[src/rtl/esbm_pkg.sv]
// Shared types and constants of the event slice block matching flow block.
package esbm_pkg;

   localparam int NUM_SLICES = 3;

   // item kinds carried in req_tuser
   localparam logic [1:0] FUNC_ACC  = 2'd0;
   localparam logic [1:0] FUNC_ROT  = 2'd1;
   localparam logic [1:0] FUNC_FLOW = 2'd2;

   localparam logic [14:0] SAD_MAX = 15'h7fff;

   typedef struct packed {
      logic load;      // capture the accepted word
      logic acc_wr;    // write back incremented count
      logic q_start;   // start the offset search
      logic res_load;  // move result into the output register
   } esbm_cmd_type;

   typedef struct packed {
      logic clr_busy;  // clearing sweep running
      logic q_done;    // last offset compared
      logic win_ok;    // query window lies inside the image
      logic out_busy;  // output register still holds an untaken word
   } esbm_stat_type;

endpackage

[src/rtl/esbm_ctrl.sv]
// Controller state machine sequencing clears, accumulates and flow queries.
module esbm_ctrl import esbm_pkg::*; (
   input  logic          clock,
   input  logic          reset,
   input  logic          req_valid,
   input  logic [1:0]    req_func,
   output logic          req_ready,
   input  esbm_stat_type stat,
   output esbm_cmd_type  cmd
);

   localparam logic [2:0] S_CLR  = 3'd0;
   localparam logic [2:0] S_IDLE = 3'd1;
   localparam logic [2:0] S_ARD  = 3'd2;
   localparam logic [2:0] S_AWR  = 3'd3;
   localparam logic [2:0] S_QCHK = 3'd4;
   localparam logic [2:0] S_QRUN = 3'd5;
   localparam logic [2:0] S_QOUT = 3'd6;

   logic [2:0] state_ff, state_in;
   logic       take;

   assign req_ready = (state_ff == S_IDLE);
   assign take      = req_valid && req_ready;

   always_comb begin
      state_in = state_ff;
      cmd      = '0;
      cmd.load = take;
      case (state_ff)
         S_CLR: begin
            if (!stat.clr_busy) state_in = S_IDLE;
         end
         S_IDLE: begin
            if (take) begin
               case (req_func)
                  FUNC_ACC:  state_in = S_ARD;
                  FUNC_ROT:  state_in = S_CLR;
                  FUNC_FLOW: state_in = S_QCHK;
                  default:   state_in = S_IDLE;
               endcase
            end
         end
         S_ARD: state_in = S_AWR;
         S_AWR: begin
            cmd.acc_wr = 1'b1;
            state_in   = S_IDLE;
         end
         S_QCHK: begin
            if (stat.win_ok) begin
               cmd.q_start = 1'b1;
               state_in    = S_QRUN;
            end else begin
               state_in = S_QOUT;
            end
         end
         S_QRUN: begin
            if (stat.q_done) state_in = S_QOUT;
         end
         S_QOUT: begin
            if (!stat.out_busy) begin
               cmd.res_load = 1'b1;
               state_in     = S_IDLE;
            end
         end
         default: state_in = S_IDLE;
      endcase
   end

   always_ff @(posedge clock) begin
      if (reset) begin
         state_ff <= S_CLR;
      end else begin
         state_ff <= state_in;
      end
   end

endmodule

[config.mk]
export PLATFORM = sky130hd
export DESIGN_NAME = esbm_ctrl
export DESIGN_NICKNAME = d
export VERILOG_FILES = /design/src/rtl/esbm_pkg.sv /design/src/rtl/esbm_ctrl.sv
export SDC_FILE = /design/constraint.sdc
export NUM_CORES = 1
export LEC_CHECK = 0
export ABC_CLOCK_PERIOD_IN_PS = 1200
export BUFFER_PORTS_ARGS = -buffer_cell sky130_fd_sc_hd__buf_2
export CORE_AREA = 2 2 39 41
export CTS_BUF_LIST = sky130_fd_sc_hd__clkbuf_8
export DETAILED_ROUTE_END_ITERATION = 12
export DIE_AREA = 0 0 41 43
export PLACE_DENSITY_LB_ADDON = 0.3
export REMOVE_ABC_BUFFERS = 1
export SYNTH_ARGS = -nofsm -noshare
export SYNTH_HDL_FRONTEND = slang
export SYNTH_SLANG_ARGS = --single-unit
[constraint.sdc]
create_clock -name clock -period 1.2 [get_ports clock]
set_input_delay 0.18 -clock clock [delete_from_list [all_inputs] [get_ports clock]]
set_output_delay 0.18 -clock clock [all_outputs]
set_load 0.03 [all_outputs]
==> flow_metrics.env, run 1 <==
export IMPL_cts_tree="done"
export IMPL_die_area_um2=1763
export IMPL_maxCapViolCount=0
export IMPL_p_seq_frac=0.227
export IMPL_yosys_warnings=0
export IMPL_p_sw_frac=0.2474
export IMPL_clock_fmax_ghz=0.7739
export IMPL_grt_pass1_wl_um=1221
export IMPL_pwr_density_cell_nw_per_um2=986.5
export IMPL_cts_buffers=3
export IMPL_largest_reg_flops=3
export IMPL_globalRouteOverflowTotal=0
export IMPL_wl_um=774
export IMPL_grt_use_met2=0.1469
export IMPL_synth_ff_type="dfxtp_1"
export IMPL_ioPinCount=14
export IMPL_crit_top_cell="buf_6"
export IMPL_intPower_uw=388.3
export IMPL_yosys_register_bits=3
export IMPL_crit_required_ps=1020
export IMPL_outcome="finished with violations"
export IMPL_period_minus_slack_ps=1292
export IMPL_critPathKind="flop to output port"
export IMPL_synth_compound_area_frac=0.2051
export IMPL_synth_top_family_by_area="simple AND/OR/NAND/NOR gates"
export IMPL_area_growth_pct=114.4
export IMPL_violations="negative setup slack"
export IMPL_yosys_top_cells_area="dfxtp_1 25%, nor3b_1 12%, nor2b_1 7.7%, o21ai_0 6.2%, and4bb_2 5.1%"
export IMPL_synthSimpleGateAreaFrac=0.4000
export IMPL_synthesis_area_um2=244.0
export IMPL_fin_worst_skew_ps=1.585
export IMPL_crit_buf_inv=2
export IMPL_synth_cells=31
export IMPL_synth_top_cell_area_share=0.2462
export IMPL_clockBufferDepth=2
export IMPL_yosys_area_share_adder=0
export IMPL_yosysMostFrequentCell="nor3b_1"
export IMPL_rsz0062_at_grt="yes"
export IMPL_antenna_found_initial=0
export IMPL_cpPeakStageDelay_ps=320
export IMPL_fin_crit_sh=1.077
export IMPL_ir_drop_mv=0.3195
export IMPL_h_tree_depth=1
export IMPL_core_area_um2=1384
export IMPL_postLayoutCoreUtil=0.3779
export IMPL_first_pass_iters=3
export IMPL_die_w_um=41
export IMPL_reg2reg_depth=4
export IMPL_io_buffers=13
export IMPL_regMostFlops="state_ff"
export IMPL_slew_headroom=0.8488
export IMPL_grt_use_met1=0.1286
export IMPL_reg_top3="state_ff x3"
export IMPL_seqCellArea_um2=68.82
export IMPL_ys_types=20
export IMPL_dp_hpwl_um=561
export IMPL_synth_yosys_seq_area_share=0.2462
export IMPL_path_cells="buf_6 -> nor3b_4 -> and2_4 -> buf_6"
export IMPL_cp_num_cells=4
export IMPL_cp_arrival_ps=1110
export IMPL_min_path_cells=2
export IMPL_synth_mux_area_frac=0.04615
export IMPL_grt_pass1_vias=306
export IMPL_synth_edff_count=0
export IMPL_worstSetupEndpointType="output port"
export IMPL_track_usage=0.1114
export IMPL_cts_root_buf="clkbuf_8"
export IMPL_start_util=0.1763
export IMPL_path_clk_slew_ps=30
export IMPL_finalSetupViolCount=5
export IMPL_gp_congestion=0.8472
export IMPL_pwr_share_clk=0.548
export IMPL_comb_power_share=0.225
export IMPL_cp_slowest_cell="dfxtp_2"
export IMPL_diodes=0
export IMPL_drc_errors=0
export IMPL_drtAntennaViolNets=0
export IMPL_synthTopCellsByCount="4 x nor3b_1, 3 x dfxtp_1, 3 x nor2b_1, 3 x o21ai_0"
export IMPL_grt_max_degree=9
export IMPL_clock_sinks=3
export IMPL_clock_latency_ps=210
export IMPL_layout_drive_gt1_share=0.7091
export IMPL_switchingPower_uw=127.6
export IMPL_wl_per_cell_um=10.90
export IMPL_critical_path_top_delay_family="simple AND/OR/NAND/NOR gates"
export IMPL_multi_input_area_um2=205.2
export IMPL_power_leakage_uw=0.0002319
export IMPL_async_reset_ff_frac=0
export IMPL_busiest_layer="met2"
export IMPL_start_kind="flop"
export IMPL_hold_viol=0
export IMPL_hold_buffers=0
export IMPL_grt_use_met3=0.03141
export IMPL_core_rowCount=14
export IMPL_drv_slew=0
export IMPL_die_h_um=43
export IMPL_nets=65
export IMPL_finalWorstSetupSlack_ps=-92.11
export IMPL_syn_avg_cell_area_um2=7.870
export IMPL_worst_pin_slew_ps=226.3
export IMPL_hold_path_class="input port to flop"
export IMPL_first_iter_violations=2
export IMPL_synth_xor_area_frac=0
export IMPL_finalPower_uw=515.9
export IMPL_critical_path_max_fanout=4
export IMPL_fillers=162
export IMPL_num_vias=319
export IMPL_synth_top_cell_by_area="dfxtp_1"
export IMPL_viasPerCell=4.493
## layout by cell type, fill, tap and decap left out
cell	count
clkbuf_8	3
dfxtp_2	1
and4bb_2	1
buf_6	7
a21oi_2	1
nor4b_4	1
nor3b_2	2
nor3b_4	1
nor3b_1	1
o211ai_1	1
buf_2	9
nand4_1	1
o21ai_1	1
inv_2	1
a21oi_1	1
nor2b_1	3
a31oi_1	1
o221a_2	1
nor2_1	1
o21ai_0	2
and2_4	1
buf_4	7
dfxtp_4	2
or4_1	1
inv_1	2
nand2_1	1
mux2_4	1
## power groups by stage
| stage | clock (µW) | sequential [µW] | combinational [µW] |
|---|---|---|---|
| 2_1_floorplan | 0 | 116 | 44.3 |
| 3_3_place_gp | 0 | 116 | 87.8 |
| 3_5_place_dp | 0 | 116 | 87.0 |
| 4_1_cts | 291 | 115 | 103 |
| 5_1_grt | 301 | 119 | 126 |
| 6_report | 283 | 117 | 116 |
## routing by layer
layer / routed length [µm] / part of all wire
met5: 0 / 0
met2: 400 / 0.52
met1: 322 / 0.42
met3: 36 / 0.047
met4: 14 / 0.018
## path summary, 6_finish.rpt
check / startpoint / end / slack, ps
max reg2reg: state_ff[2] / state_ff[1] / 30
max: state_ff[1] / cmd[3] / -90
min reg2reg: state_ff[0] / state_ff[0] / 610
min: reset / state_ff[2] / 140
## timing repair
item | 4_1_cts | 5_1_grt
cloned | 0 | 0
endpoints found under the setup margin | 6 | 7
pin swaps | 3 | 4
resized for setup | 17 | 9
setup buffers | 3 | 1
endpoints found under the hold margin | 0 | 0
## metrics by stage
step | cells | hold WS [ps] | TNS, ps | setup slack, ps | instance area [µm²]
final | 71 | 137.7 | -211.9 | -92.11 | 523.0
after global routing | 71 | 144.4 | -474.4 | -136.2 | 523.0
after CTS | 70 | 132.7 | -278.4 | -121.2 | 479.2
after detailed placement | 63 | 369.1 | -36.05 | -33.13 | 356.6
after global placement | 63 | 374.8 | -47.31 | -47.31 | 356.6
after floorplan | 28 | 249.1 | -1452 | -611.6 | 226.5
## layout make-up
| type | count | area share |
|---|---|---|
| Timing Repair Buffer | 23 | 0.3373 |
| Clock inverter | 1 | 0.007177 |
| Clock buffer | 3 | 0.07895 |
| Tap cell | 16 | 0.03828 |
| Sequential cell | 3 | 0.1316 |
| Inverter | 2 | 0.01435 |
| Multi-Input combinational cell | 23 | 0.3923 |
## kinds of logic (layout without fill, tap and decap cells)
| logic type | after synthesis | after routing |
|---|---|---|
| simple gates | 14 | 14 |
| compound gates | 8 | 8 |
| buf+inv | 5 | 29 |
| flops | 3 | 3 |
| mux | 1 | 1 |
No activity file was read; power rests on OpenSTA's default activity.
==> run 2: changes to the inputs <==
--- a/config.mk
+++ b/config.mk
@@ -13,6 +13,7 @@
 export DIE_AREA = 0 0 41 43
 export PLACE_DENSITY_LB_ADDON = 0.3
 export REMOVE_ABC_BUFFERS = 1
+export SKIP_LAST_GASP = 1
 export SYNTH_ARGS = -nofsm -noshare
 export SYNTH_HDL_FRONTEND = slang
 export SYNTH_SLANG_ARGS = --single-unit
==> run 2 against run 1 <==
  * The flow still finishes with violations (negative setup slack)
  * Clock power hardly changed
  * Count of clock-buffer cells in the layout is the same
  * Via count grew 0.63%
  * Register-to-register slack got worse by 30 ps
  * First-iteration DRC count grew to 2.5 times the previous value
  * Sequential share of layout area grew 0.19 points
  * Design area shrank 1.4%
  * Worst setup slack improved by 0.80 ps
  * Combinational power hardly changed
  * Flip-flop and latch count unchanged
  * Maximum frequency is essentially flat
  * Global-route usage did not move
  * Largest cell class unchanged
==> flow_metrics.env, run 2 (synthesis results as in run 1) <==
export IMPL_core_area_um2=1384
export IMPL_layout_common_cells="9 x buf_2, 9 x buf_4, 5 x buf_6, 3 x nor2b_1, 3 x clkbuf_8"
export IMPL_cpPeakStageDelay_ps=320
export IMPL_worstSetupEndpointType="output port"
export IMPL_grt_pass1_wl_um=1221
export IMPL_pwr_density_cell_nw_per_um2=998.1
export IMPL_postLayoutCoreUtil=0.3725
export IMPL_cts_buffers=3
export IMPL_finalSetupViolCount=5
export IMPL_outcome="finished with violations"
export IMPL_power_leakage_uw=0.0002294
export IMPL_drc_errors=0
export IMPL_regMostFlops="state_ff"
export IMPL_slew_headroom=0.8489
export IMPL_num_vias=321
export IMPL_critical_path_max_fanout=4
export IMPL_cp_slowest_cell="dfxtp_2"
export IMPL_core_rowCount=14
export IMPL_path_cells="buf_6 -> nor3b_4 -> and2_4 -> buf_6"
export IMPL_clock_fmax_ghz=0.7744
export IMPL_cp_arrival_ps=1110
export IMPL_cts_root_buf="clkbuf_8"
export IMPL_ioPinCount=14
export IMPL_crit_required_ps=1020
export IMPL_fin_crit_sh=1.076
export IMPL_critPathKind="flop to output port"
export IMPL_clock_sinks=3
export IMPL_viasPerCell=4.521
export IMPL_drv_slew=0
export IMPL_path_clk_slew_ps=30
export IMPL_gp_congestion=0.8472
export IMPL_first_iter_violations=5
export IMPL_io_buffers=13
export IMPL_reg_top3="state_ff x3"
export IMPL_die_w_um=41
export IMPL_area_growth_pct=111.3
export IMPL_antenna_found_initial=0
export IMPL_clock_latency_ps=210
export IMPL_finalWorstSetupSlack_ps=-91.31
export IMPL_period_minus_slack_ps=1291
export IMPL_drtAntennaViolNets=0
export IMPL_grt_max_degree=9
export IMPL_nets=65
export IMPL_wl_per_cell_um=10.65
export IMPL_wl_um=756
export IMPL_first_pass_iters=3
export IMPL_start_kind="flop"
export IMPL_hold_viol=0
export IMPL_crit_top_cell="buf_6"
export IMPL_clockBufferDepth=2
export IMPL_grt_pass1_vias=307
export IMPL_track_usage=0.1114
export IMPL_fillers=160
export IMPL_hold_slack_ps=137.2
export IMPL_hold_path_class="input port to flop"
export IMPL_violations="negative setup slack"
export IMPL_ir_drop_mv=0.3141
export IMPL_maxCapViolCount=0
export IMPL_crit_buf_inv=2
export IMPL_h_tree_depth=1
export IMPL_fin_worst_skew_ps=1.677
export IMPL_worst_pin_slew_ps=226.2
export IMPL_die_area_um2=1763
export IMPL_rsz0062_at_grt="yes"
export IMPL_die_h_um=43
export IMPL_dp_hpwl_um=561
export IMPL_start_util=0.1763
export IMPL_critical_path_top_delay_family="simple AND/OR/NAND/NOR gates"
export IMPL_layout_drive_gt1_share=0.7091
export IMPL_diodes=0
export IMPL_largest_reg_flops=3
export IMPL_globalRouteOverflowTotal=0
export IMPL_cts_tree="done"
run 2: cell types whose count changed in the layout (fill, tap and decap cells not counted):
| cell | before | now |
|---|---|---|
| buf_4 | 7 | 9 |
| buf_6 | 7 | 5 |
run 2: area by class of cell:
type	instances	area [µm²]	share of cell area
timing repair buffer	23	168.9	0.3277
tap	16	20.02	0.03883
sequential	3	68.82	0.1335
inverter	2	7.507	0.01456
clock inverter	1	3.754	0.007282
clock buffer	3	41.29	0.08010
multi-input combinational	23	205.2	0.3981
run 2: path summary, 6_finish.rpt:
path	start	endpoint	slack (ps)	cells after the start
hold / removal	reset	state_ff[2]	140	2
hold reg to reg	state_ff[0]	state_ff[0]	610	1
setup / recovery	state_ff[1]	cmd[3]	-90	4
setup reg to reg	state_ff[2]	state_ff[1]	0	4
run 2: layer usage:
layer  routed length, µm  part of all wire  track usage  vias up
met3                  36             0.048      0.03141        2
met4                  14             0.019       0.1200        0
met5                   0                 0            0        -
li1                    -                 -            -      163
met1                 308              0.41       0.1286      147
met2                 396              0.52       0.1469        9
run 2: report_power, final:
part	switching [µW]	total, µW	internal [µW]
registers	12.0	117	105
clock network	65.2	283	218
logic	50.2	114	64.1
run 2: stage by stage:
| step | worst slack (ps) | area, µm² | power (µW) | instances | TNS (ps) |
|---|---|---|---|---|---|
| 3_3_place_gp | -47.31 | 356.6 | 203.8 | 63 | -47.31 |
| 6_report | -91.31 | 515.5 | 514.5 | 71 | -234.1 |
| 3_5_place_dp | -33.13 | 356.6 | 203.3 | 63 | -36.05 |
| 5_1_grt | -136.2 | 515.5 | 543.8 | 71 | -517.4 |
| 4_1_cts | -121.2 | 471.7 | 507.5 | 70 | -294.9 |
| 2_1_floorplan | -611.6 | 226.5 | 160.1 | 28 | -1452 |
run 2: timing repair:
| item | in CTS | in global routing |
|---|---|---|
| pin swaps | 3 | 4 |
| setup endpoints to repair | 6 | 7 |
| endpoints found under the hold margin | 0 | 0 |
| hold buffers | 0 | 0 |
| gates resized for setup | 15 | 9 |
| gates cloned | 0 | 0 |
| buffers inserted | 3 | 1 |
==> run 3: changes to the inputs <==
--- a/config.mk
+++ b/config.mk
@@ -5,7 +5,7 @@
 export SDC_FILE = /design/constraint.sdc
 export NUM_CORES = 1
 export LEC_CHECK = 0
-export ABC_CLOCK_PERIOD_IN_PS = 1200
+export ABC_CLOCK_PERIOD_IN_PS = 1300
 export BUFFER_PORTS_ARGS = -buffer_cell sky130_fd_sc_hd__buf_2
 export CORE_AREA = 2 2 39 41
 export CTS_BUF_LIST = sky130_fd_sc_hd__clkbuf_8
==> constraint.sdc (replaced) <==
create_clock -name clock -period 1.3 [get_ports clock]
set_input_delay 0.195 -clock clock [delete_from_list [all_inputs] [get_ports clock]]
set_output_delay 0.195 -clock clock [all_outputs]
set_load 0.03 [all_outputs]
==> run 3 against run 2 <==
  * The flow still finishes with violations (negative setup slack)
  * Via count is 12% lower
  * Flip-flop and latch count stayed put
  * Cell count shrank 9.9%
==> flow_metrics.env, run 3 (synthesis results as in run 1) <==
export IMPL_outcome="finished with violations"
export IMPL_violations="negative setup slack"
export IMPL_finalPower_uw=446.8
export IMPL_track_usage=0.09027
export IMPL_clock_sinks=3
export IMPL_hold_slack_ps=167.8
export IMPL_finalWorstSetupSlack_ps=-21.02
export IMPL_io_buffers=13
export IMPL_drv_slew=0
export IMPL_seqCellArea_um2=68.82
export IMPL_ioPinCount=14
export IMPL_die_area_um2=1763
export IMPL_regMostFlops="state_ff"
export IMPL_die_h_um=43
export IMPL_cp_slowest_cell="dfxtp_2"
export IMPL_grt_pass1_wl_um=966
export IMPL_start_util=0.1763
export IMPL_wl_um=685
export IMPL_crit_top_cell="buf_6"
export IMPL_fin_worst_skew_ps=0.4003
export IMPL_h_tree_depth=1
export IMPL_worst_pin_slew_ps=223.8
export IMPL_multi_input_area_um2=181.4
export IMPL_first_iter_violations=4
export IMPL_grt_pass1_vias=232
export IMPL_path_cells="buf_6 -> nor3b_4 -> and2_1 -> buf_6"
export IMPL_placed_cell_area_um2=334.1
export IMPL_cp_endpoint="cmd[3]"
export IMPL_rrSetupSlack_ps=110
export IMPL_antenna_found_initial=0
export IMPL_hold_buffers=0
export IMPL_reg2reg_to="state_ff[1]"
export IMPL_die_w_um=41
export IMPL_globalRouteOverflowTotal=0
export IMPL_clockBufferDepth=2
export IMPL_layout_drive_gt1_share=0.6042
export IMPL_first_pass_iters=4
export IMPL_reg2reg_depth=4
export IMPL_critical_path_max_fanout=3
export IMPL_fin_crit_sh=1.016
export IMPL_cts_tree="done"
export IMPL_num_vias=283
export IMPL_hold_path_class="input port to flop"
export IMPL_rsz0062_at_grt="yes"
export IMPL_wl_met2_um=342
export IMPL_largest_reg_flops=3
export IMPL_diodes=0
export IMPL_grt_max_degree=11
export IMPL_pwr_density_cell_nw_per_um2=1035
export IMPL_reg_top3="state_ff x3"
export IMPL_min_path_cells=2
export IMPL_worstSetupEndpointType="output port"
export IMPL_wl_per_cell_um=10.70
export IMPL_crit_buf_inv=2
export IMPL_top_layer_used="met4"
export IMPL_power_leakage_uw=0.0001809
export IMPL_dp_hpwl_um=502
export IMPL_core_area_um2=1384
export IMPL_viasPerCell=4.422
export IMPL_post_cts_repair_setup_buffers=0
export IMPL_hold_viol=0
export IMPL_cpPeakStageDelay_ps=330
export IMPL_clock_latency_ps=210
export IMPL_area_growth_pct=76.92
export IMPL_timing_rr_start="state_ff[2]"
export IMPL_core_rowCount=14
export IMPL_slew_headroom=0.8504
export IMPL_ir_drop_mv=0.3186
export IMPL_path_clk_slew_ps=30
export IMPL_fin_area_um2=431.7
export IMPL_period_minus_slack_ps=1321
export IMPL_wl_met1_um=296
export IMPL_maxCapViolCount=0
export IMPL_startpoint="state_ff[1]"
export IMPL_cp_arrival_ps=1130
export IMPL_clock_fmax_ghz=0.7570
export IMPL_met3_length_um=30
export IMPL_finalSetupViolCount=1
export IMPL_drc_errors=0
export IMPL_nets=58
export IMPL_cts_buffers=3
export IMPL_cp_num_cells=4
export IMPL_final_common_cell="buf_2"
export IMPL_layout_common_cells="9 x buf_2, 4 x buf_4"
export IMPL_start_kind="flop"
export IMPL_hp_start="reset"
export IMPL_drtAntennaViolNets=0
export IMPL_cts_root_buf="clkbuf_8"
export IMPL_critical_path_top_delay_family="simple AND/OR/NAND/NOR gates"
export IMPL_critPathKind="flop to output port"
export IMPL_crit_required_ps=1110
export IMPL_gp_congestion=0.7522
export IMPL_fillers=164
-- run 3: cell type report --
class	instances	share of cell area
flip-flops and latches	3	0.1594
inverters	2	0.01739
clock buffers	3	0.09565
multi-input cells	23	0.4203
repair buffers	16	0.2522
clock inverters	1	0.008696
well taps	16	0.04638
-- run 3: metrics by stage --
stage / setup WS (ps) / TNS [ps] / instances / utilization
global route: -66.88 / -103.5 / 64 / 0.3119
global placement: 77.84 / 0 / 60 / 0.2414
CTS: -26.13 / -26.13 / 64 / 0.2893
finish: -21.02 / -21.02 / 64 / 0.3119
detailed placement: 48.64 / 0 / 60 / 0.2414
floorplan: -526.6 / -1112 / 28 / -
-- run 3: what timing repair did --
item                                   CTS  global route
setup endpoints to repair                5             5
pin swaps                                2             2
endpoints found under the hold margin    0             0
resized for setup                        8             8
-- run 3: power by group --
part           internal, µW  switching, µW  total, µW
registers              97.2           10.9        108
clock network           201           56.5        257
logic                  42.7           39.0       81.7
-- run 3: metal layers --
layer  GRT usage  vias up
li1            -      147
met1      0.1122      125
met2      0.1063        9
met3     0.03141        2
met4      0.1000        0
met5           0        -
-- run 3: worst min-delay path by stage --
| stage | endpoint | slack (ps) |
|---|---|---|
| detailed placement | state_ff[2] | 390 |
| global placement | state_ff[2] | 390 |
| floorplan | state_ff[2] | 260 |
| CTS | state_ff[2] | 160 |
| finish | state_ff[2] | 170 |
| global route | state_ff[2] | 180 |
